--- config.mk ---
export PLATFORM = sky130hd
export DESIGN_NAME = e2q_cordic_cell
export DESIGN_NICKNAME = d
export VERILOG_FILES = /design/src/rtl/core/e2q_pkg.sv /design/src/rtl/core/e2q_cordic_cell.sv
export SDC_FILE = /design/constraint.sdc
export NUM_CORES = 2
export LEC_CHECK = 0
export BUFFER_PORTS_ARGS = -buffer_cell sky130_fd_sc_hd__buf_2
export CAP_MARGIN = 10
export CORE_MARGIN = 3
export CORE_UTILIZATION = 45
export DETAILED_ROUTE_END_ITERATION = 16
export PLACE_DENSITY = 0.68
export SYNTH_ARGS = -nofsm -noshare
export SYNTH_HDL_FRONTEND = slang
export SYNTH_SLANG_ARGS = --single-unit
--- constraint.sdc ---
create_clock -name clk -period 7.7 [get_ports clk]
set_input_delay 0.385 -clock clk [delete_from_list [all_inputs] [get_ports clk]]
set_output_delay 0.385 -clock clk [all_outputs]
set_load 0.03 [all_outputs]
--- src/rtl/core/e2q_pkg.sv ---
// Shared constants, types and helpers for the Euler-to-quaternion core.
// Used by e2q_cordic_cell, e2q_quat_mult and euler_to_quaternion_core.
package e2q_pkg;

    localparam int ANGLE_WIDTH    = 16;
    localparam int QUAT_FRAC_BITS = 14;
    localparam int CORDIC_STAGES  = 16;

    localparam int NUM_ANGLES = 3;
    localparam int NUM_COMPS  = 4;

    // internal fixed point: 30 fraction bits everywhere
    localparam int INT_FRAC = 30;
    // angle field (AW-3 fraction bits) halved and moved to Q30
    localparam int ANGLE_SHIFT = INT_FRAC - 1 - (ANGLE_WIDTH - 3);

    localparam int XW    = 33;   // CORDIC x/y registers
    localparam int ZW    = 34;   // CORDIC angle accumulator
    localparam int CW    = 32;   // cos/sin and product terms
    localparam int SUMW  = CW + 1;
    localparam int QW    = QUAT_FRAC_BITS + 2;
    localparam int STG_W = 5;    // stage index, k = i mod 32

    localparam int IN_TDW  = ((NUM_ANGLES * ANGLE_WIDTH + 7) / 8) * 8;
    localparam int OUT_TDW = ((NUM_COMPS * QW + 7) / 8) * 8;

    localparam logic signed [ZW-1:0] HALF_PI_Q30 = 34'sd1686629713;
    localparam logic signed [ZW-1:0] PI_Q30      = 34'sd3373259426;
    localparam logic signed [XW-1:0] GAIN_Q30    = 33'sd652032874;

    localparam logic [31:0] ATAN_Q30 [32] = '{
        32'd843314857, 32'd497837829, 32'd263043837, 32'd133525159,
        32'd67021687,  32'd33543516,  32'd16775851,  32'd8388437,
        32'd4194283,   32'd2097149,   32'd1048576,   32'd524288,
        32'd262144,    32'd131072,    32'd65536,     32'd32768,
        32'd16384,     32'd8192,      32'd4096,      32'd2048,
        32'd1024,      32'd512,       32'd256,       32'd128,
        32'd64,        32'd32,        32'd16,        32'd8,
        32'd4,         32'd2,         32'd1,         32'd0
    };

    // data carried along the CORDIC chain; index 0 roll, 1 pitch, 2 yaw
    typedef struct packed {
        logic [NUM_ANGLES-1:0]          flip;
        logic [NUM_ANGLES-1:0][XW-1:0]  x;
        logic [NUM_ANGLES-1:0][XW-1:0]  y;
        logic [NUM_ANGLES-1:0][ZW-1:0]  z;
    } cord_t;

    typedef logic [NUM_COMPS-1:0][QW-1:0] quat_t;

    // Q30 product, round half toward +inf
    function automatic logic signed [CW-1:0] mul_q30(
        input logic signed [CW-1:0] a,
        input logic signed [CW-1:0] b
    );
        logic signed [2*CW-1:0] p;
        begin
            p = a * b;
            p = p + (64'sd1 <<< (INT_FRAC - 1));
            return p[INT_FRAC +: CW];
        end
    endfunction

endpackage

--- src/rtl/core/e2q_cordic_cell.sv ---
// One CORDIC rotation step for all three half angles, with its own
// register and elastic valid/ready. Depends on e2q_pkg.
module e2q_cordic_cell (
    input  logic                      clk,
    input  logic                      rst_n,
    input  logic [e2q_pkg::STG_W-1:0] stage,
    input  logic                      up_valid,
    input  e2q_pkg::cord_t            up_data,
    output logic                      up_ready,
    output logic                      dn_valid,
    output e2q_pkg::cord_t            dn_data,
    input  logic                      dn_ready
);
    import e2q_pkg::*;

    logic  vld_reg;
    cord_t data_reg;
    cord_t data_next;

    always_comb
    begin
        logic signed [XW-1:0] xi;
        logic signed [XW-1:0] yi;
        logic signed [XW-1:0] dx;
        logic signed [XW-1:0] dy;
        logic signed [ZW-1:0] zi;
        logic signed [ZW-1:0] at;
        data_next      = up_data;
        at = $signed({{(ZW-32){1'b0}}, ATAN_Q30[stage]});
        for (int j = 0; j < NUM_ANGLES; j++)
        begin
            xi = $signed(up_data.x[j]);
            yi = $signed(up_data.y[j]);
            zi = $signed(up_data.z[j]);
            dx = yi >>> stage;
            dy = xi >>> stage;
            if (!zi[ZW-1])
            begin
                data_next.x[j] = xi - dx;
                data_next.y[j] = yi + dy;
                data_next.z[j] = zi - at;
            end
            else
            begin
                data_next.x[j] = xi + dx;
                data_next.y[j] = yi - dy;
                data_next.z[j] = zi + at;
            end
        end
    end

    assign up_ready = ~vld_reg | dn_ready;
    assign dn_valid = vld_reg;
    assign dn_data  = data_reg;

    always_ff @(posedge clk or negedge rst_n)
    begin
        if (!rst_n)
        begin
            vld_reg <= 1'b0;
        end
        else if (up_ready)
        begin
            vld_reg <= up_valid;
        end
    end

    always_ff @(posedge clk)
    begin
        if (up_valid && up_ready)
        begin
            data_reg <= data_next;
        end
    end

endmodule

# After elaboration in Yosys (flattened, before gate mapping)
# Memory sizes are Yosys's and may differ from the RTL's.
# Cells that the tools add are included.
# totals
out_inout_bits	305
mem_count	1
mem_bits_ro	1024
register_bits	304
inputBits	312
word_cells	52
# classes
add_sub_neg	18
order_cmp	1
bitwise	3
muxes	11
shifts	6
reduce_logical	1
# memory_table
name	words	word_bits	rd	rd_ports_with_merged_regs	write_ports	line	rtl
(no name shown)	32	32	1	0	0	e2q_cordic_cell.sv:29	at = $signed({{(ZW-32){1'b0}}, ATAN_Q30[stage]});
# op_table
cell	n
33-bit adder	6
33-bit two-way mux	6
33-bit by 5-bit >>> shifter with 33-bit output	6
33-bit subtractor	6
34-bit by 33-bit adder with 34-bit output	3
34-bit two-way mux	3
34-bit by 33-bit subtractor with 34-bit output	3
32-bit two-way mux	2
6-bit >= comparator, second input constant	1
5-bit NOT with 6-bit output	1
1-bit logical AND	1
1-bit NOT	1
1-bit bitwise OR	1

# Logic depth before layout (Yosys ltp)
# logic_depth
depth_word	6
mapped_depth	30
depth_no_buf	22

# Worst setup path before layout
# Ideal clock, no wire load.
# synth_timing
path_type	register -> register
from	reg vld_reg, in the netlist dn_valid
to	reg data_reg, in the netlist dn_data[0], enable pin
t_arrival_ns	7.734
slack_ns	-0.736
required_time_ns	6.998
period_less_slack_ns	8.436
path_buffers	0
setup_time_ns	0.702
path_stages_with_launch	3
cell_sequence	dfrtp_1 -> nand2b_1 -> and2_1
# synth_via
elab_chain_cells	3
# synth_rtl
item	line	rtl
from (decl)	e2q_cordic_cell.sv:16	logic vld_reg;
from (signal assigned)	e2q_cordic_cell.sv:64	vld_reg <= up_valid;
1-bit NOT	e2q_cordic_cell.sv:52	assign up_ready = ~vld_reg | dn_ready;
1-bit bitwise OR	e2q_cordic_cell.sv:52	
named net up_ready	e2q_cordic_cell.sv:9	output logic up_ready,
1-bit logical AND	e2q_cordic_cell.sv:70	if (up_valid && up_ready)
to (signal assigned)	e2q_cordic_cell.sv:72	data_reg <= data_next;
to (decl)	e2q_cordic_cell.sv:17	cord_t data_reg;
# The timed path passes the listed nets, and every way through them passes these cells.
# A chain may end at the register's enable or synchronous reset.

==> impl_metrics.tcl <==
set metrics [dict create \
    status "finished, final reports clean" \
    dr.first_iter.drc_count 5151 \
    synth_edf_count 303 \
    slew_headroom_pct 26.1 \
    n_fill_cell 9109 \
    wl_per_cell_um 27.7 \
    ant_nets 0 \
    core_mm2 0.0953 \
    min_period_ns 6.84 \
    finalCoreUtilization_pct 51.5 \
    finalClockSkew_ns 0.0379 \
    intPower_w 0.00547 \
    postCtsSetupBuffers 0 \
    netlist_area_mm2 0.0433 \
    viasPerCell 6.57 \
    clock_power_share_pct 18.8 \
    first_global_vias 40400 \
    synth_top_family_by_area "compound AO/OA/AOI/OAI gates" \
    ys_ff_latch 304 \
    min_period_over_period_pct 88.9 \
    tightestPinTransition_ns 1.11 \
    setup_violations 0 \
    switchingPower_w 0.00435 \
    syn_area_per_cell_um2 9.19 \
    synth_top_area_share_pct 21.0 \
    grt_overflow 0 \
    muxShareOfSynthArea_pct 19.3 \
    synthAdderAreaFrac_pct 9.34 \
    syn_inst 4713 \
    critPathCapture "dn_data[199]" \
    place.gp.congestion 1.00 \
    first_pass_iters 8 \
    root_buffer "clkbuf_16" \
    cts-resized-gates 0 \
    clk_pin_slew_ns 0.05 \
    leakage_nw 20.1 \
    hold_viol_final 0 \
    start_util_pct 45.5 \
    syn_nets 5343 \
    powerDensity_mw_per_mm2 200 \
    drc 0 \
    antenna_found_initial 20 \
    track_usage_pct 34.5 \
    met1_usage_pct 44.4 \
    crit_start "stage[0]" \
    yosysSeqAreaShare_pct 21.1 \
    grt_util_met3_pct 8.40 \
    ys_types 115 \
    rsz0062_at_grt "no" \
    die_area_mm2 0.100 \
    cts_tree "yes" \
    switching_share_pct 44.3 \
    r2r-end "dn_data[134]" \
    htree_levels 2 \
    path_class "input pin to flip-flop" \
    p_seq_share_pct 24.8 \
    synth_area_leaders "edfxtp_1 21%, mux4_2 12%, ha_1 8.9%, xnor2_1 6.8%, a21oi_1 4.3%" \
    max_freq_mhz 146 \
    port_buffers 616 \
    synthArstFlopShare_pct 0.329 \
    maxCapViolations 0 \
    grt_pass1_wl_um 262000 \
    end_kind "flip-flop" \
    peakVddDrop_v 0.000175 \
    worstPathArrival_ns 7.20 \
    yosys_warnings 0 \
    ios 617 \
    die_h_um 316 \
    critPathLaunchType "input pin" \
    area_delta_synth_final_pct 13.2 \
    use_met2_pct 54.9 \
    final_max_slew_viol_count 0 \
    synth_largest_area_cell "edfxtp_1" \
    hold_class "input pin to async pin" \
    drive_above_1_share_pct 23.2 \
    grt_max_degree 151 \
    worstSkewPairLatency_ns 0.65 \
    synth-compound-area-share_pct 21.9 \
    crit_required_ns 8.06 \
    timing.rr.start "dn_valid" \
    yosys.area_share.simple_pct 14.3 \
    stdcell_count 6521 \
    yosys.area_share.xor_xnor_pct 10.1 \
    drt_wl_total_um 180000 \
    dp_hpwl_um 141000 \
    nets 5846 \
    hold-worst-slack_ns 0.0736 \
    cts.path.max_buffers 3 \
    reg2reg_setup_slack_ns 5.39 \
    rows 113 \
    die_w_um 316 \
    power_w 0.00982 \
    combPwrFrac_pct 56.4 \
    vias 42800 \
    crit_fanout 74 \
    clock_sink_count 304 \
    dominantRegCellSynth "edfxtp_1" \
    fin_setup_tns_ns 0 \
    dp_cells 6436 \
    top_usage_layer "met2" \
    rr_worst_depth 3 \
    cts_buffers 38 \
]
-- worst min path at each step --
stage	from	end	cells after the start
2_1_floorplan	rst_n	dn_valid	0
3_5_place_dp	rst_n	dn_valid	1
6_report	rst_n	dn_valid	2
4_1_cts	up_data[34]	dn_data[34]	2
5_1_grt	rst_n	dn_valid	2
3_3_place_gp	rst_n	dn_valid	1
-- layer usage --
metal / up-vias / routed length, µm
met1: 20600 / 70500
met4: 10 / 9300
li1: 19200 / -
met5: - / 64
met3: 468 / 19200
met2: 2507 / 81300
-- Yosys cell counts (40+ instances only) --
cell / n
o22ai_1: 49
mux2_2: 126
o21bai_1: 41
nand3_1: 77
o21ai_0: 218
a21o_1: 128
nand2b_1: 61
nor3_1: 85
nor2_1: 404
edfxtp_1: 303
ha_1: 309
inv_1: 108
clkbuf_1: 115
buf_2: 81
o211ai_1: 40
nand2_1: 317
xor2_1: 162
and2_1: 52
mux2i_1: 182
a21oi_1: 369
o21a_1: 62
a31oi_1: 95
mux4_2: 223
xnor2_1: 334
nor2b_1: 49
and3_1: 54
a211oi_1: 67
-- cell usage in the layout, fill, tap and decap left out, types with 22 or more instances in the layout --
master	n
a21o_1	128
nor2_1	402
nor2b_1	46
o221ai_1	22
nand3_1	77
nand2_1	317
a221oi_1	30
a21boi_0	23
mux2i_1	182
inv_1	107
buf_4	96
o211ai_1	40
nor3_1	83
xor2_1	162
and2_1	51
mux4_2	223
a21oi_1	369
o31ai_1	29
clkbuf_16	38
and3_1	54
buf_2	610
or2_2	22
a31oi_1	95
a22oi_1	33
o22ai_1	49
xnor2_1	334
edfxtp_1	303
o21a_1	62
a211oi_1	67
o21ai_0	218
nand2b_1	60
mux2_2	126
ha_1	309
o21bai_1	41
-- cells by family (layout without fill, tap and decap cells) --
family	count (synthesis)	after routing
AO/OA/AOI/OAI	1420	1420
AND/OR/NAND/NOR	1260	1260
multiplexers	537	537
XOR/XNOR	497	497
buffers and inverters	377	905
adder cells (fa/ha/maj)	318	318
flip-flops	304	304
other	0	15
-- critical path, cell delays in order --
cell	delay [ns]
buf_8	0.34
buf_12	0.47
mux4_2	0.59
mux2_2	0.31
a32o_1	0.21
a211oi_1	0.71
nand4_1	0.32
nor2_1	0.29
a21oi_1	0.12
xnor2_1	0.17
ha_1	0.35
nand2_1	0.08
a2111oi_0	0.85
o311ai_0	0.50
a211oi_1	0.55
o41a_1	0.26
a221o_1	0.20
and3_1	0.19
a311oi_1	0.11
xnor2_1	0.13
-- stage by stage --
step | area, µm² | setup WS, ns
after floorplan | 43300 | 1.05
after global placement | 47700 | 0.629
after detailed placement | 47700 | 0.479
after CTS | 49000 | 1.07
after global routing | 49000 | 0.371
final | 49100 | 0.858
-- power groups by stage --
stage | logic (W) | clock network (W) | registers [W]
after CTS | 0.00547 | 0.00190 | 0.00244
after global placement | 0.00541 | 0 | 0.00247
after detailed placement | 0.00543 | 0 | 0.00247
after global routing | 0.00596 | 0.00196 | 0.00246
after floorplan | 0.00329 | 0 | 0.00308
final | 0.00554 | 0.00184 | 0.00244
-- registers in the layout, summed over array words and instances, names as in the netlist --
register and cells:
dn_data 303, dn_valid 1
-- area by class of cell --
| class | instances | area, µm² | share of cell area (%) |
|---|---|---|---|
| antenna | 15 | 37.5 | 0.0765 |
| clock buffer | 43 | 970 | 1.98 |
| clock inverter | 22 | 292 | 0.594 |
| inverter | 112 | 423 | 0.862 |
| multi-input combinational | 4032 | 32500 | 66.2 |
| sequential | 304 | 9120 | 18.6 |
| tap | 1265 | 1580 | 3.23 |
| timing repair buffer | 728 | 4140 | 8.44 |
-- what timing repair did --
item	CTS	global route
hold buffers	5	0
hold endpoints to repair	5	0
setup endpoints to repair	0	0
Note: power is estimated with default switching activity, not from simulation.
